**src/hdl/jss_pkg.sv**
```systemverilog
// Shared types and constants for the JTAG scan sequencer.
// No dependencies; imported by jss_seq, jss_out_skid and the top level.
`default_nettype none

package jss_pkg;

    localparam int DATA_W       = 64;
    localparam int LEN_W        = 7;
    localparam int CODE_W       = 32;
    localparam int IRLEN_W      = 6;
    localparam int MAX_SCAN_DEF = 64;

    localparam logic [2:0]        RST_TMS_CYCLES = 3'd5;
    localparam logic [CODE_W-1:0] RESTART_RST    = 32'd4;
    localparam logic [IRLEN_W-1:0] IRLEN_RST     = 6'd4;

    // Command codes carried in the action field
    typedef enum logic [1:0] {
        ACT_TICK  = 2'd0,
        ACT_RESET = 2'd1,
        ACT_IR    = 2'd2,
        ACT_DR    = 2'd3
    } jss_action_t;

    // Configuration register indexes
    typedef enum logic [0:0] {
        CFG_RESTART = 1'b0,
        CFG_IR_LEN  = 1'b1
    } jss_cfg_t;

    // Sequence phase, one-hot
    typedef enum logic [9:0] {
        PH_NONE     = 10'b00_0000_0001,
        PH_RST_TMS  = 10'b00_0000_0010,
        PH_RST_IDLE = 10'b00_0000_0100,
        PH_ENTER    = 10'b00_0000_1000,
        PH_SEL_IR   = 10'b00_0001_0000,
        PH_CAPTURE  = 10'b00_0010_0000,
        PH_TO_SHIFT = 10'b00_0100_0000,
        PH_SHIFT    = 10'b00_1000_0000,
        PH_UPDATE   = 10'b01_0000_0000,
        PH_PARK     = 10'b10_0000_0000
    } jss_phase_t;

    // One TCK cycle result
    typedef struct packed {
        logic              tms;
        logic              tdi;
        logic              shift_cycle;
        logic [DATA_W-1:0] captured;
        logic              last;
    } jss_result_t;

endpackage

`default_nettype wire

```
**src/hdl/jss_seq.sv**
```systemverilog
// Sequencer core: TAP sequence state registers and their next-state logic.
// Depends on jss_pkg.
`default_nettype none

module jss_seq
    import jss_pkg::*;
#(
    parameter int MAX_SCAN = MAX_SCAN_DEF
) (
    input  wire logic               clk,
    input  wire logic               rst_n,
    input  wire logic               accept,
    input  wire logic [1:0]         action,
    input  wire logic [DATA_W-1:0]  scan_data,
    input  wire logic [LEN_W-1:0]   scan_length,
    input  wire logic               tdo,
    input  wire logic [CODE_W-1:0]  restart_code,
    input  wire logic [IRLEN_W-1:0] ir_length,
    output logic                    res_valid,
    output jss_result_t             res
);

    localparam int CNT_W = $clog2(MAX_SCAN + 1);
    localparam int IDX_W = $clog2(MAX_SCAN);
    localparam logic [LEN_W-1:0] MAX_LEN = LEN_W'(MAX_SCAN);

    jss_phase_t          phase_reg, phase_next;
    logic [CNT_W-1:0]    bit_count_reg, bit_count_next;
    logic [2:0]          reset_count_reg, reset_count_next;
    logic [DATA_W-1:0]   shift_out_reg, shift_out_next;
    logic [MAX_SCAN-1:0] shift_in_reg, shift_in_next;
    logic [CNT_W-1:0]    active_length_reg, active_length_next;
    logic                at_idle_reg, at_idle_next;
    logic                scan_is_ir_reg, scan_is_ir_next;

    logic [2:0]          rc_inc;
    logic [CNT_W-1:0]    bit_inc;

    // Force a length into the range one to MAX_SCAN
    function automatic logic [CNT_W-1:0] clamp_len(input logic [LEN_W-1:0] len);
        logic [CNT_W-1:0] r;
        if (len == '0)
            r = CNT_W'(1);
        else if (len > MAX_LEN)
            r = CNT_W'(MAX_SCAN);
        else
            r = CNT_W'(len);
        return r;
    endfunction

    assign rc_inc  = reset_count_reg + 3'd1;
    assign bit_inc = bit_count_reg + CNT_W'(1);

    // Decode the transaction and advance the sequence
    always_comb
    begin
        phase_next         = phase_reg;
        bit_count_next     = bit_count_reg;
        reset_count_next   = reset_count_reg;
        shift_out_next     = shift_out_reg;
        shift_in_next      = shift_in_reg;
        active_length_next = active_length_reg;
        at_idle_next       = at_idle_reg;
        scan_is_ir_next    = scan_is_ir_reg;
        res_valid          = 1'b0;
        res                = '0;

        if (accept)
        begin
            unique case (jss_action_t'(action))
                ACT_RESET:
                begin
                    shift_out_next     = DATA_W'(restart_code);
                    shift_in_next      = '0;
                    bit_count_next     = '0;
                    active_length_next = clamp_len({1'b0, ir_length});
                    scan_is_ir_next    = 1'b1;
                    at_idle_next       = 1'b1;
                    reset_count_next   = '0;
                    phase_next         = PH_RST_TMS;
                end
                ACT_IR:
                begin
                    shift_out_next     = scan_data;
                    shift_in_next      = '0;
                    bit_count_next     = '0;
                    active_length_next = clamp_len(scan_length);
                    scan_is_ir_next    = 1'b1;
                    at_idle_next       = (scan_data == DATA_W'(restart_code));
                    phase_next         = at_idle_reg ? PH_ENTER : PH_SEL_IR;
                end
                ACT_DR:
                begin
                    shift_out_next     = scan_data;
                    shift_in_next      = '0;
                    bit_count_next     = '0;
                    active_length_next = clamp_len(scan_length);
                    scan_is_ir_next    = 1'b0;
                    at_idle_next       = 1'b1;
                    phase_next         = at_idle_reg ? PH_ENTER : PH_CAPTURE;
                end
                ACT_TICK:
                begin
                    res_valid = (phase_reg != PH_NONE);
                    unique case (phase_reg)
                        PH_RST_TMS:
                        begin
                            res.tms = 1'b1;
                            if (rc_inc >= RST_TMS_CYCLES)
                            begin
                                reset_count_next = '0;
                                phase_next       = PH_RST_IDLE;
                            end
                            else
                            begin
                                reset_count_next = rc_inc;
                            end
                        end
                        PH_RST_IDLE:
                        begin
                            phase_next = PH_ENTER;
                        end
                        PH_ENTER:
                        begin
                            res.tms    = 1'b1;
                            phase_next = scan_is_ir_reg ? PH_SEL_IR : PH_CAPTURE;
                        end
                        PH_SEL_IR:
                        begin
                            res.tms    = 1'b1;
                            phase_next = PH_CAPTURE;
                        end
                        PH_CAPTURE:
                        begin
                            phase_next = PH_TO_SHIFT;
                        end
                        PH_TO_SHIFT:
                        begin
                            phase_next = PH_SHIFT;
                        end
                        PH_SHIFT:
                        begin
                            res.shift_cycle = 1'b1;
                            res.tdi         = shift_out_reg[0];
                            shift_out_next  = shift_out_reg >> 1;
                            shift_in_next[bit_count_reg[IDX_W-1:0]] =
                                shift_in_reg[bit_count_reg[IDX_W-1:0]] | tdo;
                            // Raise TMS on the final bit to leave Shift
                            if (bit_inc >= active_length_reg)
                            begin
                                res.tms    = 1'b1;
                                phase_next = PH_UPDATE;
                            end
                            bit_count_next = bit_inc;
                        end
                        PH_UPDATE:
                        begin
                            res.tms    = 1'b1;
                            phase_next = PH_PARK;
                        end
                        PH_PARK:
                        begin
                            res.tms      = ~at_idle_reg;
                            res.captured = DATA_W'(shift_in_reg);
                            res.last     = 1'b1;
                            phase_next   = PH_NONE;
                        end
                        default:
                        begin
                            phase_next = PH_NONE;
                        end
                    endcase
                end
            endcase
        end
    end

    // Hold sequence state
    always_ff @(posedge clk or negedge rst_n)
    begin
        if (!rst_n)
        begin
            phase_reg         <= PH_NONE;
            bit_count_reg     <= '0;
            reset_count_reg   <= '0;
            shift_out_reg     <= '0;
            shift_in_reg      <= '0;
            active_length_reg <= CNT_W'(1);
            at_idle_reg       <= 1'b1;
            scan_is_ir_reg    <= 1'b0;
        end
        else
        begin
            phase_reg         <= phase_next;
            bit_count_reg     <= bit_count_next;
            reset_count_reg   <= reset_count_next;
            shift_out_reg     <= shift_out_next;
            shift_in_reg      <= shift_in_next;
            active_length_reg <= active_length_next;
            at_idle_reg       <= at_idle_next;
            scan_is_ir_reg    <= scan_is_ir_next;
        end
    end

endmodule

`default_nettype wire

```
**src/hdl/jss_out_skid.sv**
```systemverilog
// Output stage: result register plus one skid entry toward the consumer.
// Depends on jss_pkg for the result type.
`default_nettype none

module jss_out_skid
    import jss_pkg::*;
(
    input  wire logic        clk,
    input  wire logic        rst_n,
    input  wire logic        push,
    input  wire jss_result_t push_data,
    output logic             full,
    output logic             out_valid,
    input  wire logic        out_stall,
    output jss_result_t      out_data
);

    logic        main_valid_reg, main_valid_next;
    logic        skid_valid_reg, skid_valid_next;
    jss_result_t main_data_reg, main_data_next;
    jss_result_t skid_data_reg, skid_data_next;
    logic        pop;

    assign pop       = main_valid_reg & ~out_stall;
    assign full      = skid_valid_reg;
    assign out_valid = main_valid_reg;
    assign out_data  = main_data_reg;

    // Route a new result into the main register or the skid entry; a pop moves the skid entry up
    always_comb
    begin
        main_valid_next = main_valid_reg;
        skid_valid_next = skid_valid_reg;
        main_data_next  = main_data_reg;
        skid_data_next  = skid_data_reg;
        if (pop)
        begin
            if (skid_valid_reg)
            begin
                main_data_next  = skid_data_reg;
                skid_valid_next = 1'b0;
            end
            else
            begin
                main_valid_next = push;
                main_data_next  = push_data;
            end
        end
        else if (push)
        begin
            if (!main_valid_reg)
            begin
                main_valid_next = 1'b1;
                main_data_next  = push_data;
            end
            else
            begin
                skid_valid_next = 1'b1;
                skid_data_next  = push_data;
            end
        end
    end

    // Hold valid flags
    always_ff @(posedge clk or negedge rst_n)
    begin
        if (!rst_n)
        begin
            main_valid_reg <= 1'b0;
            skid_valid_reg <= 1'b0;
        end
        else
        begin
            main_valid_reg <= main_valid_next;
            skid_valid_reg <= skid_valid_next;
        end
    end

    // Hold result payloads
    always_ff @(posedge clk)
    begin
        main_data_reg <= main_data_next;
        skid_data_reg <= skid_data_next;
    end

endmodule

`default_nettype wire

```
**src/hdl/jtag_scan_sequencer_top.sv**
```systemverilog
// JTAG scan sequencer, top level: configuration registers and handshakes.
// Depends on jss_pkg, jss_seq and jss_out_skid.
`default_nettype none

// One transaction is accepted per clock while in_stall is low. A command (reset
// sequence, instruction scan, data scan) loads the sequence and gives no result;
// each tick then drives one TCK cycle, whose result is registered in the output
// register or its skid entry. jss_seq handles a transaction combinationally, so
// the sustained rate is one transaction per cycle while out_stall is low.
// in_stall rises only when the output register and its skid entry both hold
// undelivered results. A reset sequence runs RST_TMS, RST_IDLE, ENTER, SEL_IR,
// CAPTURE, TO_SHIFT, SHIFT over ir_length bits, UPDATE and PARK. A scan starts
// at ENTER, past it when not at idle, adds SEL_IR for an instruction, shifts
// scan_length bits, then exits. Lengths are clamped to the range 1 to MAX_SCAN.
module jtag_scan_sequencer_top
    import jss_pkg::*;
#(
    parameter int MAX_SCAN = MAX_SCAN_DEF
) (
    input  wire logic               clk,
    input  wire logic               rst_n,
    input  wire logic               cfg_write,
    input  wire logic [0:0]         cfg_index,
    input  wire logic [CODE_W-1:0]  cfg_data,
    input  wire logic               in_valid,
    output logic                    in_stall,
    input  wire logic [1:0]         action,
    input  wire logic [DATA_W-1:0]  scan_data,
    input  wire logic [LEN_W-1:0]   scan_length,
    input  wire logic               tdo,
    output logic                    out_valid,
    input  wire logic               out_stall,
    output logic                    tms,
    output logic                    tdi,
    output logic                    shift_cycle,
    output logic [DATA_W-1:0]       captured,
    output logic                    last
);

    logic [CODE_W-1:0]  restart_code_reg;
    logic [IRLEN_W-1:0] ir_length_reg;
    logic               accept;
    logic               res_valid;
    logic               full;
    jss_result_t        res;
    jss_result_t        out_data;

    assign in_stall = full;
    assign accept   = in_valid & ~full;

    // Write configuration registers
    always_ff @(posedge clk or negedge rst_n)
    begin
        if (!rst_n)
        begin
            restart_code_reg <= RESTART_RST;
            ir_length_reg    <= IRLEN_RST;
        end
        else if (cfg_write)
        begin
            unique case (jss_cfg_t'(cfg_index))
                CFG_RESTART: restart_code_reg <= cfg_data;
                CFG_IR_LEN:  ir_length_reg    <= cfg_data[IRLEN_W-1:0];
            endcase
        end
    end

    jss_seq #(
        .MAX_SCAN (MAX_SCAN)
    ) u_seq (
        .clk          (clk),
        .rst_n        (rst_n),
        .accept       (accept),
        .action       (action),
        .scan_data    (scan_data),
        .scan_length  (scan_length),
        .tdo          (tdo),
        .restart_code (restart_code_reg),
        .ir_length    (ir_length_reg),
        .res_valid    (res_valid),
        .res          (res)
    );

    jss_out_skid u_out (
        .clk       (clk),
        .rst_n     (rst_n),
        .push      (res_valid),
        .push_data (res),
        .full      (full),
        .out_valid (out_valid),
        .out_stall (out_stall),
        .out_data  (out_data)
    );

    // Drive result ports
    assign tms         = out_data.tms;
    assign tdi         = out_data.tdi;
    assign shift_cycle = out_data.shift_cycle;
    assign captured    = out_data.captured;
    assign last        = out_data.last;

endmodule

`default_nettype wire

```
**config.mk**
```make
export PLATFORM = sky130hd
export DESIGN_NAME = jtag_scan_sequencer_top
export DESIGN_NICKNAME = d
export VERILOG_FILES = /design/src/hdl/jss_pkg.sv /design/src/hdl/jss_seq.sv /design/src/hdl/jss_out_skid.sv /design/src/hdl/jtag_scan_sequencer_top.sv
export SDC_FILE = /design/constraint.sdc
export NUM_CORES = 1
export LEC_CHECK = 0
export BUFFER_PORTS_ARGS = -buffer_cell sky130_fd_sc_hd__buf_2
export CELL_PAD_IN_SITES_DETAIL_PLACEMENT = 1
export CELL_PAD_IN_SITES_GLOBAL_PLACEMENT = 1
export CORE_ASPECT_RATIO = 0.75
export CORE_MARGIN = 2
export CORE_UTILIZATION = 35
export DETAILED_ROUTE_END_ITERATION = 8
export HOLD_SLACK_MARGIN = 0.06
export PLACE_DENSITY_LB_ADDON = 0.1
export REMOVE_ABC_BUFFERS = 1
export SLEW_MARGIN = 20
export SYNTH_ARGS = -nofsm -noshare
export SYNTH_HDL_FRONTEND = slang
export SYNTH_HIERARCHICAL = 1
export SYNTH_SLANG_ARGS = --single-unit
```
**constraint.sdc**
```tcl
create_clock -name clk -period 14.22 [get_ports clk]
set_input_delay 1.422 -clock clk [delete_from_list [all_inputs] [get_ports clk]]
set_output_delay 1.422 -clock clk [all_outputs]
set_load 0.01 [all_outputs]
```
==> impl_metrics.py <==
metrics = {
    "status": {
        "status": "complete, no violations",
    },
    "sta": {
        "fmax_ghz": 0.2316,
        "min_period_ns": 4.318,
        "rsz0062_at_grt": "no",
        "maxSlewViolCount": 0,
        "tns_ns": 0,
        "setup_violations": 0,
        "clock_skew_ns": 0.01357,
        "slew_headroom": 0.3299,
        "tightest_slew_ns": 1.002,
        "worst_slack_ns": 9.902,
        "fin_hold_ws_ns": 0.4800,
        "fin_crit_sh": 0.3037,
        "hold_viol_final": 0,
    },
    "place": {
        "pre_cts_slack_ns": 9.371,
        "io_buffers": 181,
        "place_area_um2": 17730,
        "gp_congestion": 0.7993,
        "dp_cells": 2175,
        "dp_hpwl_um": 29990,
    },
    "global_routing": {
        "grt_usage": 0.1923,
        "gr-max-usage-layer": "met1",
        "grt_pass1_wl_um": 72810,
        "grtUsageMet2": 0.2800,
        "use_met3": 0.02723,
        "grt_antenna_before_repair": 0,
        "grt_pass1_vias": 12120,
        "grt_max_degree": 127,
        "use_met1": 0.2979,
        "grt_overflow": 0,
    },
    "clock_tree": {
        "postCtsSetupBuffers": 0,
        "cts-hold-fix-buffers": 0,
        "root_buffer": "clkbuf_16",
        "clk_latency_ns": 0.54,
        "clk_path_buf_depth": 3,
        "cts_max_level": 2,
        "clk_pin_slew_ns": 0.06,
        "cts_tree": "done",
        "cts_resized": 0,
        "cts_sinks": 333,
        "cts_inserted_buffers": 38,
    },
    "power_and_ir_drop": {
        "p_leak_nw": 7.851,
        "finalPower_mw": 2.717,
        "ir_drop_mv": 0.06118,
        "p_per_area_nw_per_um2": 142.7,
    },
    "hold_path": {
        "min_from": "u_seq/shift_out_reg[5]",
        "whs_endpoint": "u_seq/shift_out_reg[5]",
        "hold_path_class": "reg -> reg",
        "min_path_cells": 2,
    },
    "setup_path": {
        "worstPathMaxFanout": 43,
        "start_kind": "input port",
        "reg2reg_slack_ns": 10.19,
        "r2r_start": "u_seq/bit_count_reg[1]",
        "crit_arrival_ns": 4.60,
        "crit_start": "action[0]",
        "worstSetupPathType": "in -> reg",
        "crit_required_ns": 14.50,
        "rr_worst_depth": 10,
        "cp-end-kind": "flop",
        "r2r-end": "u_seq/phase_reg[1]",
    },
    "synth": {
        "yosysTopAreaCell": "dfrtp_1",
        "synth_common_cells": "192 x dfrtp_1, 183 x o21ai_0, 136 x edfxtp_1",
        "synthArstFlopShare": 0.5916,
        "syn_area_um2": 16330,
        "synthCells": 1453,
        "synth-seq-area-share": 0.5525,
        "synth_edf_count": 136,
        "synth.distinct_cells": 67,
        "ys_warn_count": 6,
        "netlist.area_leader.share": 0.2943,
        "avgSynthCellArea_um2": 11.24,
        "ys.flop_type": "dfrtp_1",
        "synth-seq-cells": 333,
        "synth.most_common_cell": "dfrtp_1",
        "synthTopCellsByArea": "dfrtp_1 29%, edfxtp_1 25%, o21ai_0 5.6%",
    },
    "die": {
        "initial_utilization": 0.3547,
        "core_region_area_um2": 46030,
        "num_rows": 68,
        "dieHeight_um": 191.0,
        "die-area_um2": 48410,
        "ioPinCount": 182,
        "die_x_um": 253.4,
    },
    "cells_and_area": {
        "final_cell_area_um2": 19030,
        "antenna_cells": 0,
        "final_core_utilization": 0.4135,
        "syn2layout_area_growth_pct": 16.59,
        "fin_nets": 1707,
        "final_layout_size_suffix_gt1_frac": 0.2559,
        "fin_cells": 2244,
    },
    "drt": {
        "drc": 0,
        "ant_nets": 0,
        "routedWlPerCell_um": 20.48,
        "postRouteWirelength_um": 45960,
        "viasPerCell": 5.242,
        "num_vias": 11760,
        "drt-initial-drc-count": 797,
        "drtPass1Iterations": 5,
    },
    "job": {
        "max_cap_violations": 0,
    },
}
placed cells by master (no fill, tap or decap), types with 6 or more instances in the layout:
cell type and count:
clkbuf_8 6, edfxtp_1 136, nand2_1 121, clkbuf_16 41, o22ai_1 7, ha_1 10
and2_1 68, clkinv_2 8, a221oi_1 7, mux2i_1 41, inv_1 22, o21ai_0 182
nand3_1 58, nor4_1 16, nor3_1 10, a21oi_1 86, a22oi_1 35, o31ai_1 8
mux2_4 50, nor2_1 65, clkbuf_1 8, dfrtp_1 192, mux2_2 69, buf_2 179
nor2b_1 8, xnor2_1 29, xor2_1 10, o41ai_1 7, nand4_1 19, buf_4 26
kinds of logic (layout without fill, tap and decap cells):
| family | count (synthesis) | after routing | synth area share |
|---|---|---|---|
| mux | 166 | 166 | 0.1265 |
| simple gates | 400 | 400 | 0.1226 |
| xor+xnor | 39 | 39 | 0.02092 |
| flops | 333 | 333 | 0.5525 |
| compound gates | 366 | 366 | 0.1284 |
| fa+ha+maj | 10 | 10 | 0.007664 |
| buf+inv | 139 | 300 | 0.04146 |
critical path, cell delays in order:
cell and delay, ns:
buf_2 0.08, buf_4 0.56, or2_2 0.64, or2_0 0.77, inv_2 0.36, buf_4 0.41
mux2_4 0.32
worst max path at each step:
stage | to | slack, ns | cells after the start
after floorplan | u_seq/shift_out_reg[0] | 3.49 | 3
after CTS | u_out/out_data[65] | 9.92 | 7
after global routing | u_out/out_data[65] | 9.74 | 7
after detailed placement | u_out/out_data[65] | 9.37 | 7
final | u_out/out_data[65] | 9.90 | 7
after global placement | u_out/out_data[65] | 9.45 | 7
per-layer routing:
metal | up-vias | share of wire
met5 | - | 0
met4 | 0 | 0.018
met3 | 55 | 0.038
met2 | 206 | 0.42
met1 | 5951 | 0.52
li1 | 5551 | -
final cells by class:
class | instances | area [µm²]
fill | 5032 | 26990
sequential | 333 | 9020
multi-input combinational | 981 | 6691
timing repair buffer | 208 | 1144
clock buffer | 54 | 1125
tap | 630 | 788.3
clock inverter | 15 | 180.2
inverter | 23 | 86.33
power by group:
part / leakage (nW) / switching [mW] / total (mW) / internal (mW)
combinational: 3.45 / 0.274 / 0.454 / 0.180
sequential: 3.75 / 0.0861 / 1.23 / 1.15
clock: 0.644 / 0.405 / 1.03 / 0.624
total: 7.85 / 0.765 / 2.72 / 1.95
(Power assumes the default switching activity.)
